--- src/sv/assert_macros.svh ---
// Assertion helpers shared by the RTL
`ifndef ASSERT_MACROS_SVH
`define ASSERT_MACROS_SVH
`define ASSERT_CLK(label, prop, msg) \
  label: assert property (@(posedge clk) disable iff (rst) (prop)) else $error(msg);
`define ASSERT_CLK_RST(label, prop, msg) \
  label: assert property (@(posedge clk) (prop)) else $error(msg);
`endif

--- src/sv/gmm_pkg.sv ---
package gmm_pkg;
  localparam int RATE_FRAC_BITS_DEF = 4;
  localparam int LOG_TABLE_ENTRIES_DEF = 32;
  localparam logic [31:0] DRAG_MS = 32'd400;
  localparam logic [31:0] CLICK_MS = 32'd80;
  localparam logic [31:0] SPACING_MS = 32'd250;
  localparam int SCROLL_DIV = 20;
  localparam logic [1:0] GEST_CLOSE = 2'd1;
  localparam logic [1:0] GEST_OPEN = 2'd2;
  localparam logic [2:0] REG_CLUTCH_LOW = 3'd0;
  localparam logic [2:0] REG_CLUTCH_HIGH = 3'd1;
  localparam logic [2:0] REG_DEAD_ZONE = 3'd2;
  localparam logic [2:0] REG_ACCEL = 3'd3;
  localparam logic [2:0] REG_GAIN = 3'd4;

  typedef struct packed {
    logic [14:0] dead_zone;
    logic [9:0]  accel;
    logic [15:0] gain;
  } shape_cfg_t;

  function automatic logic [63:0] isqrt64(input logic [63:0] v_in);
    logic [63:0] v, r, b;
    v = v_in;
    r = 64'd0;
    b = 64'd1 << 62;
    for (int s = 0; s < 32; s++) begin
      if (b > v) b = b >> 2;
    end
    for (int s = 0; s < 32; s++) begin
      if (b != 64'd0) begin
        if (v >= r + b) begin
          v = v - (r + b);
          r = (r >> 1) + b;
        end else begin
          r = r >> 1;
        end
        b = b >> 2;
      end
    end
    return r;
  endfunction

  function automatic logic [31:0] log_entry(input int i, input int n);
    logic [63:0] x;
    logic [31:0] res;
    x = (64'd1 << 30) + ((64'(i) << 30) / 64'(n));
    res = 32'd0;
    if (i >= n) return 32'd65536;
    for (int j = 1; j <= 16; j++) begin
      x = (x * x) >> 30;
      if (x >= (64'd1 << 31)) begin
        x = x >> 1;
        res = res | (32'd1 << (16 - j));
      end
    end
    return res;
  endfunction

  function automatic logic [31:0] exp_entry(input int i, input int n);
    logic [63:0] root [17];
    logic [63:0] acc, f16;
    root[0] = 64'd1 << 31;
    acc = 64'd1 << 30;
    f16 = (64'(i) << 16) / 64'(n);
    if (i >= n) return 32'd131072;
    for (int j = 1; j <= 16; j++) root[j] = isqrt64(root[j-1] << 30);
    for (int j = 1; j <= 16; j++) begin
      if (f16[16-j]) acc = (acc * root[j]) >> 30;
    end
    return 32'(acc >> 14);
  endfunction
endpackage

--- src/sv/gmm_lane.sv ---
// One shaping lane: |r|^accel * gain via log2/exp2, a step per cycle
module gmm_lane #(
  parameter int RATE_FRAC_BITS = gmm_pkg::RATE_FRAC_BITS_DEF,
  parameter int LOG_TABLE_ENTRIES = gmm_pkg::LOG_TABLE_ENTRIES_DEF
) (
  input  logic                clk,
  input  logic                rst,
  input  logic                start,
  input  logic signed [15:0]  rate,
  input  gmm_pkg::shape_cfg_t cfg,
  output logic                done,
  output logic signed [7:0]   result
);
  localparam int IW = $clog2(LOG_TABLE_ENTRIES);
  localparam int NB = IW + 1;
  localparam logic [2:0] S_IDLE = 3'd0, S_LOG = 3'd1, S_MUL = 3'd2, S_EXP = 3'd3,
                         S_GAIN = 3'd4, S_OUT = 3'd5;

  typedef logic [LOG_TABLE_ENTRIES:0][31:0] tab_t;

  // tables are fixed at elaboration
  function automatic tab_t build_tab(input logic is_log);
    tab_t t;
    for (int i = 0; i <= LOG_TABLE_ENTRIES; i++) begin
      t[i] = is_log ? gmm_pkg::log_entry(i, LOG_TABLE_ENTRIES)
                    : gmm_pkg::exp_entry(i, LOG_TABLE_ENTRIES);
    end
    return t;
  endfunction

  localparam tab_t LOG_TAB = build_tab(1'b1);
  localparam tab_t EXP_TAB = build_tab(1'b0);

  logic [2:0] state;
  logic neg, zero;
  logic [16:0] m;
  logic signed [21:0] lg;
  logic signed [32:0] p;
  logic [17:0] ef;

  logic [4:0] k_c;
  logic [31:0] u_c;
  logic [15:0] q_c;
  logic [NB+15:0] t_c;
  logic [NB-1:0] ti_c;
  logic [15:0] rm_c;
  logic [31:0] lo_c, hi_c, ip_c;
  logic [15:0] fr_c;
  logic [47:0] mag_c;
  logic signed [16:0] n_c;
  logic signed [17:0] sh_c;
  logic [7:0] mag8_c;

  always_comb begin
    k_c = 5'd0;
    for (int b = 1; b < 17; b++) if (m[b]) k_c = 5'(b);
    u_c = (32'(m) << 16) >> k_c;
    fr_c = p[15:0];
    q_c = (state == S_LOG) ? u_c[15:0] : fr_c;
    t_c = (NB+16)'(q_c) * (NB+16)'(LOG_TABLE_ENTRIES);
    ti_c = t_c[NB+15:16];
    rm_c = t_c[15:0];
    lo_c = (state == S_LOG) ? LOG_TAB[ti_c] : EXP_TAB[ti_c];
    hi_c = (state == S_LOG) ? LOG_TAB[ti_c + NB'(1)] : EXP_TAB[ti_c + NB'(1)];
    ip_c = lo_c + 32'((48'(hi_c - lo_c) * 48'(rm_c)) >> 16);
    mag_c = 48'(ef) * 48'(cfg.gain);
    n_c = p[32:16];
    sh_c = 18'(n_c) - 18'sd24;
    if (sh_c >= 0) begin
      if (mag_c != 48'd0 && sh_c >= 8) mag8_c = 8'd128;
      else mag8_c = ((mag_c << sh_c[2:0]) > 48'd128) ? 8'd128 : 8'(mag_c << sh_c[2:0]);
    end else if (-sh_c >= 18'sd48) begin
      mag8_c = 8'd0;
    end else begin
      mag8_c = ((mag_c >> (-sh_c)) > 48'd128) ? 8'd128 : 8'(mag_c >> (-sh_c));
    end
  end

  always_ff @(posedge clk) begin
    if (rst) begin
      state <= S_IDLE;
      done <= 1'b0;
    end else begin
      done <= 1'b0;
      unique case (state)
        S_IDLE: if (start) begin
          neg <= rate[15];
          m <= rate[15] ? 17'(-18'(rate)) : 17'(rate);
          zero <= (rate == 16'sd0) ||
                  ((rate[15] ? 17'(-18'(rate)) : 17'(rate)) < 17'(cfg.dead_zone));
          state <= S_LOG;
        end
        S_LOG: begin
          lg <= 22'(($signed({1'b0, k_c}) - 6'sd0 - RATE_FRAC_BITS) * 65536) +
                22'(ip_c);
          state <= S_MUL;
        end
        S_MUL: begin
          p <= 33'((34'(lg) * $signed({1'b0, cfg.accel})) >>> 8);
          state <= S_EXP;
        end
        S_EXP: begin
          ef <= 18'(ip_c);
          state <= S_GAIN;
        end
        S_GAIN: begin
          if (zero) result <= 8'sd0;
          else if (neg) result <= 8'(-9'(mag8_c));
          else result <= (mag8_c > 8'd127) ? 8'sd127 : mag8_c;
          state <= S_OUT;
        end
        S_OUT: begin
          done <= 1'b1;
          state <= S_IDLE;
        end
        default: state <= S_IDLE;
      endcase
    end
  end
endmodule

--- config.mk ---
export PLATFORM = sky130hd
export DESIGN_NAME = gmm_lane
export DESIGN_NICKNAME = d
export VERILOG_FILES = /design/src/sv/assert_macros.svh /design/src/sv/gmm_pkg.sv /design/src/sv/gmm_lane.sv
export SDC_FILE = /design/constraint.sdc
export NUM_CORES = 2
export LEC_CHECK = 0
export BUFFER_PORTS_ARGS = -buffer_cell sky130_fd_sc_hd__buf_4
export CORE_MARGIN = 4
export CORE_UTILIZATION = 50
export CTS_BUF_LIST = sky130_fd_sc_hd__clkbuf_4 sky130_fd_sc_hd__clkbuf_8
export CTS_CLUSTER_SIZE = 40
export DETAILED_ROUTE_END_ITERATION = 7
export GPL_TIMING_DRIVEN = 0
export PLACE_DENSITY = 0.73
export RECOVER_POWER = 100
export SYNTH_ARGS = -nofsm -noshare
export SYNTH_HDL_FRONTEND = slang
export SYNTH_SLANG_ARGS = --single-unit
--- constraint.sdc ---
create_clock -name clk -period 30.1 [get_ports clk]
set_clock_uncertainty 0.1 [all_clocks]
set_input_delay 7.525 -clock clk [delete_from_list [all_inputs] [get_ports clk]]
set_output_delay 7.525 -clock clk [all_outputs]
set_load 0.02 [all_outputs]
======== Word level (Yosys, flattened, before mapping) ========
Memories as Yosys holds them, arrays and structs flattened.
Cells that the tools add are included.
W data, S select, Z words.
word-level totals
  flip-flop bits (word level) ............. 96
  ROM bits ................................ 6144
  input bits .............................. 60
  output and inout port bits .............. 9
  word-level logic and storage cells ...... 88
  memories kept ........................... 4
memory list
  name             depth  bits a word  rd ports  clocked after memory_dff  write ports  RTL line        RTL
  (no name shown)  64     32           1         0                         0            gmm_lane.sv:64  hi_c = (state == S_LOG) ? LOG_TAB[ti_c + NB'(1)] : EXP_TAB[ti_c + NB'(1)];
  (no name shown)  64     32           1         0                         0            gmm_lane.sv:64
  (no name shown)  32     32           1         0                         0            gmm_lane.sv:63  lo_c = (state == S_LOG) ? LOG_TAB[ti_c] : EXP_TAB[ti_c];
  (no name shown)  32     32           1         0                         0            gmm_lane.sv:63
cells by class
  $add $sub $neg .......................... 9
  multipliers ............................. 3
  order comparisons ....................... 9
  eq/ne operators ......................... 6
  shift operators ......................... 3
  multiplexer cells ....................... 34
  bitwise operators ....................... 1
  reductions and logical operators ........ 10
operator list
  kind                    number
  $mux W32                6
  $gt A48 B8 Y1 const B   2
  $mux W5                 12
  $mux W8                 7
  $mul A48 B11 Y33        1
  $shl A34 B3 Y48         1
  $shr A34 B18 Y48        1
  $add A22 B22 Y22        2
  $mul A18 B16 Y34        1
  $reduce_bool A34 Y1     1
  $mul A22 B11 Y33        1
  $sub A32 B32 Y33        1
  $shr A32 B5 Y16         1
  $ge A18 B7 Y1 const B   1
  $neg A10 Y18            1
  $lt A17 B15 Y1          1
  $mux W17                1
  $neg A16 Y17            1
  $logic_not A16 Y1       1
  $mux W16                1
  $pmux W3 S5             1
  $ge A10 B1 Y1 const B   1
  $ge A10 B5 Y1 const B   1
  $sub A9 B6 Y10 const B  1
  19 further kinds        27

======== Longest topological paths before layout ========
  depth in word-level cells ............... 26
  mapped depth ............................ 78
  depth with buffers taken out ............ 72

======== Least setup slack after synthesis ========
OpenSTA, ideal clock, no wires.
  path kind ............................... register to register
  from .................................... register m[5]
  to ...................................... register lg[21] (data pin)
  setup time .............................. 0.263 ns
  arrival time ............................ 15.634 ns
  data required time ...................... 29.737 ns
  path slack .............................. 14.103 ns
  stages on the path, launching flop included .. 74
  path buffers ............................ 7
  clock period less this slack ............ 15.997 ns
  cells stage by stage .................... edfxtp_1 -> o31ai_1 -> a211oi_1 -> o31ai_2 -> nand2_1 -> clkbuf_1 -> o211ai_1 -> a31oi_1 -> o2111a_1 -> o31ai_1 -> clkbuf_1 -> clkbuf_1 -> ha_1 -> inv_1 -> nor2_1 -> o31a_1 -> clkbuf_1 -> xnor2_1 -> [... 38 more ...] -> nor2_1 -> xnor2_1 -> ha_1 -> and3_1 -> a21oi_1 -> o21ai_0 -> o41ai_1 -> xor2_1 -> ha_1 -> a21o_1 -> a21oi_1 -> o21bai_1 -> a21oi_1 -> xnor2_1 -> xnor2_1 -> xnor2_1 -> xnor2_1 -> xor2_1
on the way
  cells in the longest elaborated chain, start to end .. 22
  elaborated cells on any way between the ends .. 30
  classes of those cells .................. add/sub (5); mul (1); shift (1); mux (19); memory (4)
ends and longest elaborated chain
  element                         RTL line        RTL
  start: declaration              gmm_lane.sv:36  logic [16:0] m;
  start signal: assignment        gmm_lane.sv:88  m <= rate[15] ? 17'(-18'(rate)) : 17'(rate);
  $mux W5 (12 in series)          gmm_lane.sv:56  for (int b = 1; b < 17; b++) if (m[b]) k_c = 5'(b);
  $shr A32 B5 Y16 *               gmm_lane.sv:57  u_c = (32'(m) << 16) >> k_c;
  $mux W16 *                      gmm_lane.sv:59  q_c = (state == S_LOG) ? u_c[15:0] : fr_c;
  $add A5 B1 Y6                   gmm_lane.sv:64
  $mem_v2 Z64 W32                 n/a
  $mux W32 (implied by the code)  gmm_lane.sv:64
  $mux W32                        gmm_lane.sv:64
  $sub A32 B32 Y33                gmm_lane.sv:65  ip_c = lo_c + 32'((48'(hi_c - lo_c) * 48'(rm_c)) >> 16);
  $mul A48 B11 Y33                gmm_lane.sv:65
  $add A22 B22 Y22 *              gmm_lane.sv:65
  via ip_c[17]                    gmm_lane.sv:47  logic [31:0] lo_c, hi_c, ip_c;
  $add A22 B22 Y22 *              gmm_lane.sv:94  lg <= 22'(($signed({1'b0, k_c}) - 6'sd0 - RATE_FRAC_BITS) * 65536) +
  end signal: assignment          gmm_lane.sv:94
  end: declaration                gmm_lane.sv:37  logic signed [21:0] lg;
Mark *: on every way through the listed nets, which the timed path passes. The rest lies on a longest branch. The select of a mux whose other input is x is not followed.
A chain may end at the register's enable or synchronous reset.

======== Worst setup path in the final report ========
Same ends and word-level chain as after synthesis.

==> flow_metrics.env <==
export IMPL_nets=5851
export IMPL_synth_ff_type="edfxtp_1"
export IMPL_crit_type="reg -> reg"
export IMPL_cts_buffer_depth=2
export IMPL_gp_congestion=0.995
export IMPL_grt_usage_pct=30.3
export IMPL_antenna_found_initial=2
export IMPL_cts_clk_slew_worst_paths_ns=0.11
export IMPL_ant_nets=0
export IMPL_core_mm2=0.0780
export IMPL_synth_xor_area_share_pct=3.40
export IMPL_min_path_type="reg -> reg"
export IMPL_numCtsBuffers=9
export IMPL_rows=102
export IMPL_start_util_pct=50.8
export IMPL_yosysSeqAreaShare_pct=7.18
export IMPL_yosysTopAreaCellShare_pct=32.5
export IMPL_finalSetupTns_ns=0
export IMPL_syn_inst=4753
export IMPL_hpwl_mm=103
export IMPL_fillers=7396
export IMPL_ctsRootBufferMaster="clkbuf_8"
export IMPL_fp_dieW_um=289
export IMPL_slowest_stage="o21ai_0"
export IMPL_cts_resized=0
export IMPL_synth_top_family_by_area="adder cells"
export IMPL_rsz0062_at_grt="false"
export IMPL_violations="capacitance limit, slew limit"
export IMPL_grt_pass1_vias=36200
export IMPL_finalCritPeriodShare_pct=74.0
export IMPL_place_area_mm2=0.0415
export IMPL_grtUsageMet2_pct=50.5
export IMPL_io_buffers=68
export IMPL_synth_edf_count=92
export IMPL_die_y_um=289
export IMPL_htreeDepth=3
export IMPL_crit_cells=73
export IMPL_cts_tree="done"
export IMPL_worstSetupEndpointType="flip-flop"
export IMPL_synth_cell_type_count=113
export IMPL_synth_mux_area_share_pct=1.88
export IMPL_cts_setup_buffers=0
export IMPL_routed_wl_mm=125
export IMPL_synth_common_cells="inv_1, fa_1, and2_1, nand2_1, nor2_1"
export IMPL_critPathBufInv=12
export IMPL_num_io_pins=69
export IMPL_status="finished with violations"
export IMPL_drive_above_1_share_pct=3.99
export IMPL_cap_violations=2
export IMPL_hold_depth=1
export IMPL_use_met3_pct=4.39
export IMPL_slew_headroom_pct=-48.9
export IMPL_ys_seq_elements=96
export IMPL_reg2reg_depth=73
export IMPL_firstDrtPassIters=8
export IMPL_synth_fp_nets=5766
export IMPL_async_reset_ff_share_pct=0
export IMPL_cts_sinks=96
export IMPL_multi_input_area_mm2=0.0328
export IMPL_synthAdderAreaFrac_pct=42.3
export IMPL_syn_area_mm2=0.0396
export IMPL_period_minus_slack_ns=22.27
export IMPL_timing_fmax_ghz=0.0449
export IMPL_grt_max_degree=19
export IMPL_die_area_mm2=0.0838
export IMPL_finalHoldViolCount=0
export IMPL_top_usage_layer="met2"
export IMPL_yosys_top_cells_area="fa_1, ha_1, inv_1"
export IMPL_grt_util_met1_pct=39.0
export IMPL_worstPathMaxFanout=15
export IMPL_max_stage_delay_ns=1.14
export IMPL_route_detailed_drc=0
export IMPL_synth_compound_area_share_pct=14.9
export IMPL_setup_violations=0
export IMPL_clk_latency_ns=0.44
export IMPL_yosys_area_share_simple_pct=20.4
export IMPL_wl_per_cell_um=21.3
export IMPL_grt_first_pass_wirelength_mm=200
export IMPL_vias=35300
export IMPL_crit_required_ns=30.28
export IMPL_ff_latch_area_mm2=0.00284
export IMPL_drt_iter0_drc=3389
export IMPL_synth_most_common_cell="inv_1"
export IMPL_area_delta_synth_final_pct=4.84
export IMPL_slew_violations=15
export IMPL_ys_warn_count=0
export IMPL_final_area_mm2=0.0415
export IMPL_yosysTopAreaCell="fa_1"
export IMPL_hold_buffers=0
export IMPL_via_per_inst=6.00
export IMPL_crit_top_cell="clkbuf_1"
export IMPL_worst_pin_slew_ns=2.18
export IMPL_critPathTopFamily="compound AO/OA/AOI/OAI gates"
export IMPL_critPathArrivalTime_ns=22.45
export IMPL_syn_area_per_cell_um2=8.33
export IMPL_gr_total_overflow=0
export IMPL_start_kind="flip-flop"
==> worst paths after layout <==
kind                 start        to  slack, ns
setup / recovery      m[5]    lg[21]       7.83
hold / removal    state[0]  state[0]       0.45
setup reg to reg      m[5]    lg[21]       7.83
hold reg to reg   state[0]  state[0]       0.45
==> worst reg2reg max path, delay by kind of cell, from the launching register on <==
family	cells	cell delay, ns
and+or+nand+nor	11	1.97
adders and majority gates	11	4.38
xor gates and xnor gates	8	2.09
AOI/OAI and AO/OA	31	9.06
DFF	1	0.49
buffers and inverters	12	4.01
==> state kept, by name (all words and copies together) (netlist names) <==
register,cells
p,25
lg,22
ef,18
m,17
result,8
state,3
done,1
neg,1
zero,1
==> layer usage <==
layer / vias to the layer above / part of all wire [%]
met1: 17400 / 39
met3: 407 / 8.3
met5: - / 0
met2: 1800 / 47
li1: 15700 / -
met4: 0 / 5.6
==> logic make-up (layout without fill, tap and decap cells) <==
kind of cell | Yosys count | count (layout)
other | 1 | 2
buffers and inverters | 1039 | 1129
adder cells (fa/ha/maj) | 953 | 953
AO/OA/AOI/OAI | 827 | 827
flip-flops | 96 | 96
XOR/XNOR | 153 | 153
AND/OR/NAND/NOR | 1625 | 1625
multiplexers | 59 | 59
==> per-stage QoR <==
step	util, %	hold slack (ns)	cells	setup slack (ns)
floorplan	-	0.386	4753	14.10
global placement	53.1	0.424	5861	9.15
detailed placement	53.3	0.440	5867	9.10
CTS	53.5	0.455	5883	9.04
global route	53.3	0.480	5883	6.75
finish	53.3	0.454	5884	7.83
==> area by class of cell <==
cell class	count	area share [%]
Clock buffer	9	0.298
Clock inverter	7	0.157
Inverter	790	7.14
Antenna cell	1	0.00603
Sequential cell	96	6.84
Timing Repair Buffer	74	1.15
Multi-Input combinational cell	3618	78.9
Buffer	249	2.36
Tap cell	1040	3.13
==> placed cells by master, fill, tap and decap left out, drive strengths merged, types with 21 or more instances in the layout <==
| cell | netlist | layout |
|---|---|---|
| o31ai | 33 | 33 |
| nor2 | 367 | 367 |
| o21a | 27 | 27 |
| or2 | 22 | 22 |
| buf | 43 | 95 |
| o211ai | 42 | 42 |
| nor2b | 32 | 32 |
| inv | 788 | 790 |
| a31oi | 42 | 42 |
| nand2 | 433 | 433 |
| fa | 644 | 644 |
| a21oi | 163 | 163 |
| nor3 | 93 | 93 |
| xnor2 | 114 | 114 |
| edfxtp | 92 | 92 |
| o21ai | 162 | 162 |
| a21o | 49 | 49 |
| o22ai | 22 | 22 |
| mux2i | 39 | 39 |
| nand3 | 72 | 72 |
| clkbuf | 206 | 237 |
| nand2b | 58 | 58 |
| and2 | 441 | 441 |
| a211oi | 55 | 55 |
| nor4 | 21 | 21 |
| xor2 | 39 | 39 |
| ha | 309 | 309 |
| or3 | 24 | 24 |
Power is not shown: default switching activity piles up to over one toggle a cycle in this logic, so the estimate is an artifact.
