<file path="src/sv/assert_macros.svh">
// Assertion helpers shared by the RTL
`ifndef ASSERT_MACROS_SVH
`define ASSERT_MACROS_SVH
`define ASSERT_CLK(label, prop, msg) \
  label: assert property (@(posedge clk) disable iff (rst) (prop)) else $error(msg);
`define ASSERT_CLK_RST(label, prop, msg) \
  label: assert property (@(posedge clk) (prop)) else $error(msg);
`endif

</file>
<file path="src/sv/gmm_pkg.sv">
package gmm_pkg;
  localparam int RATE_FRAC_BITS_DEF = 4;
  localparam int LOG_TABLE_ENTRIES_DEF = 32;
  localparam logic [31:0] DRAG_MS = 32'd400;
  localparam logic [31:0] CLICK_MS = 32'd80;
  localparam logic [31:0] SPACING_MS = 32'd250;
  localparam int SCROLL_DIV = 20;
  localparam logic [1:0] GEST_CLOSE = 2'd1;
  localparam logic [1:0] GEST_OPEN = 2'd2;
  localparam logic [2:0] REG_CLUTCH_LOW = 3'd0;
  localparam logic [2:0] REG_CLUTCH_HIGH = 3'd1;
  localparam logic [2:0] REG_DEAD_ZONE = 3'd2;
  localparam logic [2:0] REG_ACCEL = 3'd3;
  localparam logic [2:0] REG_GAIN = 3'd4;

  typedef struct packed {
    logic [14:0] dead_zone;
    logic [9:0]  accel;
    logic [15:0] gain;
  } shape_cfg_t;

  function automatic logic [63:0] isqrt64(input logic [63:0] v_in);
    logic [63:0] v, r, b;
    v = v_in;
    r = 64'd0;
    b = 64'd1 << 62;
    for (int s = 0; s < 32; s++) begin
      if (b > v) b = b >> 2;
    end
    for (int s = 0; s < 32; s++) begin
      if (b != 64'd0) begin
        if (v >= r + b) begin
          v = v - (r + b);
          r = (r >> 1) + b;
        end else begin
          r = r >> 1;
        end
        b = b >> 2;
      end
    end
    return r;
  endfunction

  function automatic logic [31:0] log_entry(input int i, input int n);
    logic [63:0] x;
    logic [31:0] res;
    x = (64'd1 << 30) + ((64'(i) << 30) / 64'(n));
    res = 32'd0;
    if (i >= n) return 32'd65536;
    for (int j = 1; j <= 16; j++) begin
      x = (x * x) >> 30;
      if (x >= (64'd1 << 31)) begin
        x = x >> 1;
        res = res | (32'd1 << (16 - j));
      end
    end
    return res;
  endfunction

  function automatic logic [31:0] exp_entry(input int i, input int n);
    logic [63:0] root [17];
    logic [63:0] acc, f16;
    root[0] = 64'd1 << 31;
    acc = 64'd1 << 30;
    f16 = (64'(i) << 16) / 64'(n);
    if (i >= n) return 32'd131072;
    for (int j = 1; j <= 16; j++) root[j] = isqrt64(root[j-1] << 30);
    for (int j = 1; j <= 16; j++) begin
      if (f16[16-j]) acc = (acc * root[j]) >> 30;
    end
    return 32'(acc >> 14);
  endfunction
endpackage

</file>
<file path="src/sv/gmm_gesture.sv">
`include "assert_macros.svh"
// Gesture timing: clicks, drag, scroll; merges lane results into a report
module gmm_gesture #(
  parameter int RATE_FRAC_BITS = gmm_pkg::RATE_FRAC_BITS_DEF
) (
  input  logic               clk,
  input  logic               rst,
  input  logic               step,
  input  logic [31:0]        time_ms,
  input  logic [1:0]         intent,
  input  logic signed [15:0] pitch_rate,
  input  logic               freeze,
  input  logic [14:0]        dead_zone,
  input  logic signed [7:0]  dx,
  input  logic signed [7:0]  dy,
  output logic signed [7:0]  move_x,
  output logic signed [7:0]  move_y,
  output logic signed [7:0]  scroll_step,
  output logic               left_button,
  output logic               right_button
);
  // |py| / (20 << frac): shift out 4 << frac, then divide by 5 as *13108 >> 16,
  // exact while the shifted value stays below 16384
  localparam int SC_SHIFT = RATE_FRAC_BITS + 2;
  localparam logic [14:0] RECIP5 = 15'd13108;

  logic [31:0] close_start, open_start, last_click_time;
  logic drag_active, close_held, open_held;

  logic [31:0] cd_c, od_c;
  logic [16:0] ap_c;
  logic signed [16:0] py_c, w_c;
  logic [16:0] sc_b_c, sc_q_c;
  logic [31:0] sc_p_c;
  logic drag_n, lclick, rclick, scroll;

  always_comb begin
    ap_c = pitch_rate[15] ? 17'(-18'(pitch_rate)) : 17'(pitch_rate);
    py_c = (ap_c < 17'(dead_zone)) ? 17'sd0 : 17'(pitch_rate);
    sc_b_c = (py_c == 17'sd0) ? 17'd0 : (ap_c >> SC_SHIFT);
    sc_p_c = 32'(sc_b_c) * 32'(RECIP5);
    sc_q_c = 17'(sc_p_c >> 16);
    w_c = py_c[16] ? $signed(sc_q_c) : -$signed(sc_q_c);
    cd_c = close_held ? time_ms - close_start : 32'd0;
    od_c = open_held ? time_ms - open_start : 32'd0;
    lclick = intent != gmm_pkg::GEST_CLOSE && close_held && !drag_active &&
             cd_c >= gmm_pkg::CLICK_MS && time_ms - last_click_time >= gmm_pkg::SPACING_MS;
    rclick = intent != gmm_pkg::GEST_OPEN && open_held && od_c >= gmm_pkg::CLICK_MS &&
             od_c < gmm_pkg::DRAG_MS &&
             (lclick || time_ms - last_click_time >= gmm_pkg::SPACING_MS);
    if (lclick) rclick = 1'b0;
    drag_n = intent == gmm_pkg::GEST_CLOSE && (drag_active || cd_c >= gmm_pkg::DRAG_MS);
    scroll = intent == gmm_pkg::GEST_OPEN && od_c >= gmm_pkg::DRAG_MS;
  end

  always_ff @(posedge clk) begin
    if (rst) begin
      close_held <= 1'b0;
      open_held <= 1'b0;
      drag_active <= 1'b0;
      last_click_time <= 32'd0;
      close_start <= 32'd0;
      open_start <= 32'd0;
    end else if (step) begin
      if (intent == gmm_pkg::GEST_CLOSE) begin
        if (!close_held) close_start <= time_ms;
        close_held <= 1'b1;
      end else close_held <= 1'b0;
      drag_active <= drag_n;
      if (intent == gmm_pkg::GEST_OPEN) begin
        if (!open_held) open_start <= time_ms;
        open_held <= 1'b1;
      end else open_held <= 1'b0;
      if (lclick || rclick) last_click_time <= time_ms;
      move_x <= freeze ? 8'sd0 : dx;
      move_y <= (freeze || scroll) ? 8'sd0 : dy;
      scroll_step <= !scroll ? 8'sd0 : (w_c > 17'sd127) ? 8'sd127 :
                     (w_c < -17'sd128) ? -8'sd128 : 8'(w_c);
      left_button <= lclick || drag_n;
      right_button <= rclick;
    end
  end

  `ASSERT_CLK(a_drag_needs_close, drag_active |-> close_held, "drag without close")
  `ASSERT_CLK(a_one_click, step |=> !(left_button && right_button && !drag_active),
    "left and right click together")
  `ASSERT_CLK_RST(a_rst_idle, rst |=> !close_held && !open_held, "held after reset")
endmodule

</file>
<file path="config.mk">
export PLATFORM = sky130hd
export DESIGN_NAME = gmm_gesture
export DESIGN_NICKNAME = d
export VERILOG_FILES = /design/src/sv/gmm_pkg.sv /design/src/sv/gmm_gesture.sv
export VERILOG_INCLUDE_DIRS = /design/src /design/src/sv
export SDC_FILE = /design/constraint.sdc
export NUM_CORES = 1
export LEC_CHECK = 0
export ABC_CLOCK_PERIOD_IN_PS = 11800
export BUFFER_PORTS_ARGS = -buffer_cell sky130_fd_sc_hd__buf_2
export CAP_MARGIN = 10
export CORE_UTILIZATION = 30
export CTS_CLUSTER_SIZE = 14
export DETAILED_ROUTE_END_ITERATION = 16
export PLACE_DENSITY = 0.52
export SLEW_MARGIN = 10
export SYNTH_ARGS = -nofsm -noshare
export SYNTH_HDL_FRONTEND = slang
export SYNTH_SLANG_ARGS = --single-unit
</file>
<file path="constraint.sdc">
create_clock -name clk -period 11.8 [get_ports clk]
set_input_delay 2.36 -clock clk [delete_from_list [all_inputs] [get_ports clk]]
set_output_delay 2.36 -clock clk [all_outputs]
set_load 0.05 [all_outputs]
</file>
Word level (Yosys, flattened, before mapping)
Cells that the tools add are included.
Word-level totals
  bits in latches: 0
  word-level logic and storage cells: 68
  register bits: 125
  memory bits (read-only): 0
  input port bits: 85
  output and inout port bits: 26
  RAM bits: 0
  memories: 0
Operators by class
  multiply operators: 1
  mux-type cells: 11
  $lt $le $gt $ge: 9
  reduce and logical (&&, ||, !) cells: 22
  bitwise logic cells: 4
  $add $sub $neg: 5
  equal/unequal tests: 4
  divide/modulo/power cells: 0
  shift-type cells: 0
Operator list (number)
  $sub 32x32->32: 3
  $ge 32x7->1 const B: 2
  $ge 32x9->1 const B: 2
  $mux 32: 2
  $mux 17: 3
  $ge 32x8->1 const B: 1
  $lt 32x9->1 const B: 1
  $mul 11x12->23 const B: 1
  $gt 17x8->1 const B: 1
  $logic_not 17->1: 1
  $lt 17x15->1: 1
  $lt 17x8->1 const B: 1
  $neg 16->17: 1
  $neg 9->17: 1
  $mux 11: 1
  $logic_and 1x1->1: 10
  $mux 8: 1
  $mux 7: 1
  $reduce_and 3->1: 2
  $logic_or 1x1->1: 5
  $not 1->1: 4
  $reduce_and 2->1: 2
  $mux 1: 3
  $eq 2x1->1 const B: 1
  other kinds (5): 5

Longest topological paths before layout
Gate-level depths: netlist (run 1).
  depth in word-level cells: 12
  depth in mapped cells: 39
  gate-level depth less buffers: 39

Worst setup path before layout (run 1)
OpenSTA, ideal clock, no wires.
  path type: input to register
  start point: input pitch_rate[0]
  end point: register scroll_step[1], data pin
  arrival time: 10.563 ns
  setup time: 0.279 ns
  stages on the path: 35
  buffers on the path: 0
  path slack: 0.958 ns
  required time: 11.521 ns
  path through: inv_1 > ha_1 > or3b_2 > o31ai_1 > xor2_1 > inv_1 > ha_1 > a21oi_1 > nor2_1 > a2111oi_0 > a21oi_1 > o21ai_0 > inv_1 > ha_1 > fa_1 > inv_1 > fa_1 > fa_1 > fa_1 > inv_1 > ha_1 > a21o_1 > a21o_1 > a21o_1 > a21o_1 > a221oi_1 > o21a_1 > mux2i_1 > and3_1 > nor3b_2 > ha_1 > inv_1 > a2111oi_0 > o31ai_2 > o21ai_0
Between the ends
  longest elaborated chain between the ends: 12
  elaborated cells between the ends (all ways): 13
  classes of those cells: add/sub (2); mul (1); order compare (3); mux (6); reduce/logical (1)
RTL lines
  start, declared: RTL line gmm_gesture.sv:11  | input logic signed [15:0] pitch_rate,
  $neg 16->17: RTL line gmm_gesture.sv:38  | ap_c = pitch_rate[15] ? 17'(-18'(pitch_rate)) : 17'(pitch_rate);
  $mux 17: RTL line gmm_gesture.sv:38
  $lt 17x15->1: RTL line gmm_gesture.sv:39  | py_c = (ap_c < 17'(dead_zone)) ? 17'sd0 : 17'(pitch_rate);
  $mux 17: RTL line gmm_gesture.sv:39
  $logic_not 17->1: RTL line gmm_gesture.sv:40  | sc_b_c = (py_c == 17'sd0) ? 17'd0 : (ap_c >> SC_SHIFT);
  $mux 11: RTL line gmm_gesture.sv:40
  $mul 11x12->23: RTL line gmm_gesture.sv:41  | sc_p_c = 32'(sc_b_c) * 32'(RECIP5);
  $neg 9->17: RTL line gmm_gesture.sv:43  | w_c = py_c[16] ? $signed(sc_q_c) : -$signed(sc_q_c);
  $mux 17 (*): RTL line gmm_gesture.sv:43
  $lt 17x8->1: RTL line gmm_gesture.sv:78  | (w_c < -17'sd128) ? -8'sd128 : 8'(w_c);
  $mux 8: RTL line gmm_gesture.sv:78
  $mux 7 (*): RTL line gmm_gesture.sv:77  | scroll_step <= !scroll ? 8'sd0 : (w_c > 17'sd127) ? 8'sd127 :
  end signal, assigned: RTL line gmm_gesture.sv:77
  end, declared: RTL line gmm_gesture.sv:18  | output logic signed [7:0] scroll_step,
Every way passes the cells marked *; elsewhere a longest branch is shown, timed or not.
A chain may end at the register's enable or synchronous reset.

Worst setup path in the final report (run 1)
  start point: input pitch_rate[0]
  end point: register scroll_step[4], data pin
Same word-level chain as after synthesis.

==> results_dict.tcl, run 1 <==
set metrics [dict create \
    die_h_um 216 \
    p_sw_uw 807 \
    seqCellArea_um2 2760 \
    cts_tree "done" \
    routedWlPerCell_um 15.3 \
    initialDrtViolationCount 657 \
    synth_fa_ha_area_share_pct 21.0 \
    p_int_uw 1200 \
    leakagePower_uw 0.00641 \
    n_antenna_cell 0 \
    grt_max_degree 75 \
    slew_headroom_pct 44.0 \
    arrival_ns 11.33 \
    cp_slowest_stage_delay_ns 0.54 \
    clkTransAtPathRegs_ns 0.06 \
    slew_violations 0 \
    worstPathRequired_ns 11.97 \
    hold_slack_ns 0.453 \
    syn_area_per_cell_um2 8.03 \
    p_per_area_nw_per_um2 130 \
    synth_compound_area_share_pct 21.9 \
    synth-async-reset-ratio_pct 0 \
    synthDistinctLibCells 100 \
    dr.pass1.iters 5 \
    fin_cells 2407 \
    gp_congestion 0.883 \
    fin_util_pct 34.7 \
    critPathMaxFanout 8 \
    cpMaxStageDelayCell "fa_1" \
    fill_cells 4691 \
    route.detailed.drc 0 \
    grt_first_pass_wirelength_mm 61.3 \
    fin_crit_ns 11.16 \
    grt_pass1_vias 12000 \
    syn-cell-area_um2 13700 \
    rows 77 \
    grt_antenna_before_repair 3 \
    p_sw_share_pct 40.2 \
    final_common_cell "inv_1" \
    start_util_pct 30.7 \
    fp.dieW_um 216 \
    synth_top_family_by_area "compound AO/OA/AOI/OAI gates" \
    hp-class "flop to flop" \
    pre_cts_ws_ns -0.106 \
    r2r_start "last_click_time[0]$_SDFFE_PP0P_" \
    drt_wl_total_mm 36.8 \
    yosysSeqAreaShare_pct 20.2 \
    worstMarginPinSlew_ns 0.836 \
    synth_warnings 0 \
    grt_overflow_total 0 \
    vias_per_cell 5.02 \
    grtUsageTotal_pct 16.4 \
    io_pins 111 \
    rsz0062_at_grt "no" \
    period_share_pct 94.6 \
    ys_seq_elements 125 \
    pwr-share-comb_pct 48.6 \
    power.share.clock_pct 28.7 \
    yosys.area_share.simple_pct 21.4 \
    clock_sinks 125 \
    dr_total_vias 12100 \
    setup_ws_ns 0.641 \
    cts_buffers 17 \
    finalSetupViolCount 0 \
    crit_type "primary input to flop" \
    cts_buffer_depth 2 \
    synth-edff-count 26 \
    cts_max_level 4 \
    ctsResizeCount 0 \
    seq_power_share_pct 22.8 \
    status "finished, final reports clean" \
    hp-start "close_start[5]$_SDFFE_PP0P_" \
    clk_latency_ns 0.45 \
    die_area_um2 46500 \
    placed_cells_incl_taps 2376 \
    cts_hold_buf 0 \
    synthCells 1705 \
    dp_hpwl_mm 29.6 \
    hold_viol_final 0 \
    nets 2097 \
    coreArea_um2 44600 \
    synth_mux_area_share_pct 3.53 \
    crit_path_start_kind "primary input" \
    max-vdd-ir-drop_uv 89.0 \
    cts_setup_buffers 0 \
    final_cell_mix "inv_1 (214), nand2_1 (202), ha_1 (175), a21oi_1 (160), buf_2 (109)" \
    area_delta_synth_final_pct 13.1 \
    synth_xor_area_share_pct 4.35 \
    cts_root_buf "clkbuf_16" \
    max_freq_mhz 89.6 \
    cap_viol_max_count 0 \
    critPathCaptureType "flop" \
    skew_ns 0.0129 \
    place.port_buffers 110 \
    cp-startpoint "pitch_rate[0]" \
    synth_flop_cell "dfxtp_1" \
    multi_input_comb_area_um2 9910 \
    ant_nets 0 \
    p_total_uw 2010 \
    drive_gt1_share_pct 13.6 \
]
## per-layer routing
metal  vias to the layer above  share of wire (%)  track usage (%)  wire length (um)
li1                       6141                  -                -                 -
met1                      5733                 48             21.7             17800
met2                       171                 47             27.2             17200
met3                        32                3.2             2.34              1170
met4                         2                1.8             5.27               663
met5                         -              0.027                0                10
## kinds of logic after synthesis
| logic type | Yosys count |
|---|---|
| and+or+nand+nor | 546 |
| AOI/OAI and AO/OA | 451 |
| buffers and inverters | 257 |
| adders and majority gates | 209 |
| DFF | 125 |
| xor gates and xnor gates | 68 |
| muxes | 48 |
| other | 1 |
## synth_stat cells (12+ instances only)
| cell | count | area (um^2) |
|---|---|---|
| nor3b_1 | 13 | 97.6 |
| nand3_1 | 17 | 85.1 |
| and2_1 | 18 | 113 |
| o211ai_1 | 12 | 90.1 |
| a21o_1 | 43 | 323 |
| dfxtp_1 | 99 | 1980 |
| nand2b_1 | 17 | 106 |
| nand2_1 | 202 | 758 |
| xnor2_1 | 42 | 368 |
| inv_1 | 214 | 803 |
| and3_1 | 14 | 87.6 |
| fa_1 | 34 | 681 |
| a21oi_1 | 161 | 806 |
| a211oi_1 | 13 | 97.6 |
| edfxtp_1 | 26 | 781 |
| o21ai_0 | 79 | 395 |
| xor2_1 | 26 | 228 |
| nand4_1 | 14 | 87.6 |
| a31oi_1 | 12 | 75.1 |
| nor3_1 | 23 | 115 |
| or2b_1 | 13 | 97.6 |
| nor2b_1 | 32 | 200 |
| mux2i_1 | 46 | 460 |
| clkbuf_1 | 31 | 116 |
| ha_1 | 175 | 2190 |
| o21a_1 | 15 | 113 |
| nor2_1 | 81 | 304 |
| or2b_2 | 49 | 429 |
## per-stage QoR
step	TNS, ns	cell area, um^2
after floorplan	0	13700
after global placement	0	14800
final	0	15500
after detailed placement	-0.586	14800
after global routing	0	15500
after CTS	0	15500
## path summary, 6_finish.rpt
kind / end / slack, ns / cells after the start
max reg2reg: last_click_time[25]$_SDFFE_PP0P_ / 6.87 / 16
max: scroll_step[4]$_SDFFCE_PN0P_ / 0.64 / 36
min reg2reg: close_start[5]$_SDFFE_PP0P_ / 0.45 / 2
min: close_start[5]$_SDFFE_PP0P_ / 0.45 / 2
## state kept, by name (all words and copies together) (netlist names)
| register | cells |
|---|---|
| move_y | 8 |
| close_start | 32 |
| drag_active | 1 |
| open_start | 32 |
| close_held | 1 |
| move_x | 8 |
| open_held | 1 |
| last_click_time | 32 |
| scroll_step | 8 |
| right_button | 1 |
| left_button | 1 |
## power groups by stage
stage / Combinational (uW) / Sequential (uW) / Clock, uW
finish: 974 / 457 / 575
detailed placement: 971 / 466 / 0
CTS: 977 / 457 / 591
global placement: 958 / 466 / 0
global route: 1120 / 458 / 608
floorplan: 713 / 482 / 0
## layout make-up
| type | count | area share [%] |
|---|---|---|
| clock buffer | 20 | 3.09 |
| timing repair buffer | 120 | 4.06 |
| clock inverter | 11 | 1.00 |
| multi-input combinational | 1325 | 64.0 |
| sequential | 125 | 17.8 |
| tap | 592 | 4.78 |
| inverter | 214 | 5.19 |
## worst max-delay path: cells and delay by family
family | cells | cell delay, ns
and+or+nand+nor | 6 | 1.40
buffers and inverters | 6 | 0.50
muxes | 1 | 0.29
AOI/OAI and AO/OA | 13 | 2.98
xor gates and xnor gates | 1 | 0.26
adders and majority gates | 9 | 3.53
No activity file was read; power rests on OpenSTA's default activity.
==> run 2: changes to the inputs <==
==> constraint.sdc (replaced) <==
create_clock -name clk -period 11.8 [get_ports clk]
set_input_delay 0.59 -clock clk [delete_from_list [all_inputs] [get_ports clk]]
set_output_delay 0.59 -clock clk [all_outputs]
set_load 0.05 [all_outputs]
==> run 2 against run 1 <==
Compared with the run above:
- first-iteration DRC count up 8.8%
- clock-buffer cell count unchanged
- non-clock buffer count down 2
- critical path type unchanged
- critical endpoint is now scroll_step[3]$_SDFFCE_PN0P_
- largest cell class unchanged
==> results_dict.tcl, run 2 (synthesized netlist as in run 1, its figures left out) <==
set metrics [dict create \
    cts_tree "done" \
    die_h_um 216 \
    rsz0062_at_grt "no" \
    fin_util_pct 34.7 \
    routedWlPerCell_um 15.2 \
    grt_overflow_total 0 \
    ctsResizeCount 0 \
    clock_sinks 125 \
    cts_buffer_depth 2 \
    die_area_um2 46500 \
    arrival_ns 10.05 \
    start_util_pct 30.7 \
    dr.pass1.iters 5 \
    hold_viol_final 0 \
    dp_hpwl_mm 29.2 \
    critPathMaxFanout 7 \
    worstPathRequired_ns 11.97 \
    grt_first_pass_wirelength_mm 60.2 \
    coreArea_um2 44600 \
    period_share_pct 83.7 \
    drt_wl_total_mm 36.6 \
    p_per_area_nw_per_um2 130 \
    cts_max_level 4 \
    dr_total_vias 12000 \
    initialDrtViolationCount 715 \
    nets 2095 \
    skew_ns 0.0106 \
    slew_violations 0 \
    final_cell_mix "inv_1 (214), nand2_1 (202), ha_1 (175), a21oi_1 (161), buf_2 (109)" \
    max_freq_mhz 101 \
    crit_top_cell "inv_1" \
    grt_max_degree 110 \
    slew_headroom_pct 23.0 \
    max-vdd-ir-drop_uv 100 \
    n_antenna_cell 0 \
    crit_type "primary input to flop" \
    gp_congestion 0.880 \
    placed_area_um2 14800 \
    fin_crit_ns 9.88 \
    fin_setup_tns_ns 0 \
    clk_latency_ns 0.45 \
    grt_pass1_vias 11700 \
    cap_viol_max_count 0 \
    io_pins 111 \
    final_common_cell "inv_1" \
    grt_antenna_before_repair 1 \
    vias_per_cell 4.99 \
    cts_root_buf "clkbuf_16" \
    route.detailed.drc 0 \
    drive_gt1_share_pct 13.2 \
    cts_hold_buf 0 \
    cpMaxStageDelayCell "a2111oi_0" \
    crit_path_start_kind "primary input" \
    hp-class "primary input to flop" \
    fin_area_um2 15500 \
    cts_buffers 17 \
    cp_slowest_stage_delay_ns 0.58 \
    place.port_buffers 110 \
    leakagePower_uw 0.00640 \
    grtUsageTotal_pct 16.1 \
    status "finished, final reports clean" \
    clkTransAtPathRegs_ns 0.06 \
    worstMarginPinSlew_ns 1.15 \
    cts_setup_buffers 0 \
    fp.dieW_um 216 \
    reg.largest.list "close_start x32, last_click_time x32, open_start x32" \
    finalSetupViolCount 0 \
    critPathCaptureType "flop" \
    rows 77 \
    area_delta_synth_final_pct 12.9 \
    ant_nets 0 \
]
-- run 2: path summary, 6_finish.rpt --
| path | startpoint | endpoint | slack, ns | cells after the start |
|---|---|---|---|---|
| min reg2reg | close_start[27]$_SDFFE_PP0P_ | close_start[27]$_SDFFE_PP0P_ | 0.45 | 2 |
| max | pitch_rate[0] | scroll_step[3]$_SDFFCE_PN0P_ | 1.92 | 36 |
| min | time_ms[0] | open_start[0]$_SDFFE_PP0P_ | 0.41 | 3 |
| max reg2reg | last_click_time[0]$_SDFFE_PP0P_ | last_click_time[23]$_SDFFE_PP0P_ | 7.05 | 16 |
-- run 2: where the power goes --
group / internal, uW / total [uW] / leakage, uW / switching, uW
logic: 386 / 966 / 0.00504 / 579
registers: 451 / 457 / 0.00104 / 5.84
clock network: 373 / 590 / 0.000313 / 217
total: 1210 / 2010 / 0.00640 / 803
-- run 2: worst max-delay path: cells and delay by family --
family | cells | cell delay, ns
mux | 1 | 0.30
buf+inv | 7 | 0.69
simple gates | 4 | 1.04
compound gates | 14 | 3.68
fa+ha+maj | 9 | 3.52
xor+xnor | 1 | 0.23
-- run 2: per-stage QoR --
stage / total power [uW] / instances / hold WS (ns) / worst slack, ns
6_report: 2010 / 2405 / 0.407 / 1.92
5_1_grt: 2180 / 2405 / 0.393 / 1.32
2_1_floorplan: 1200 / 1707 / 0.436 / 2.73
3_3_place_gp: 1420 / 2374 / 0.442 / 1.96
4_1_cts: 2040 / 2405 / 0.375 / 2.06
3_5_place_dp: 1430 / 2374 / 0.447 / 1.57
-- run 2: final cells by class --
type / instances / area (um^2)
fillers: 4642 / 29100
multi-input cells: 1325 / 9900
flip-flops and latches: 125 / 2760
inverters: 214 / 803
well taps: 592 / 741
repair buffers: 118 / 613
clock buffers: 20 / 468
clock inverters: 11 / 180
-- run 2: routing by layer --
metal | GRT usage (%) | vias up | share of wire, %
met5 | 0 | - | 0.027
met4 | 4.42 | 2 | 1.7
met3 | 2.90 | 36 | 3.9
met2 | 26.9 | 183 | 46
met1 | 21.0 | 5638 | 48
li1 | - | 6135 | -
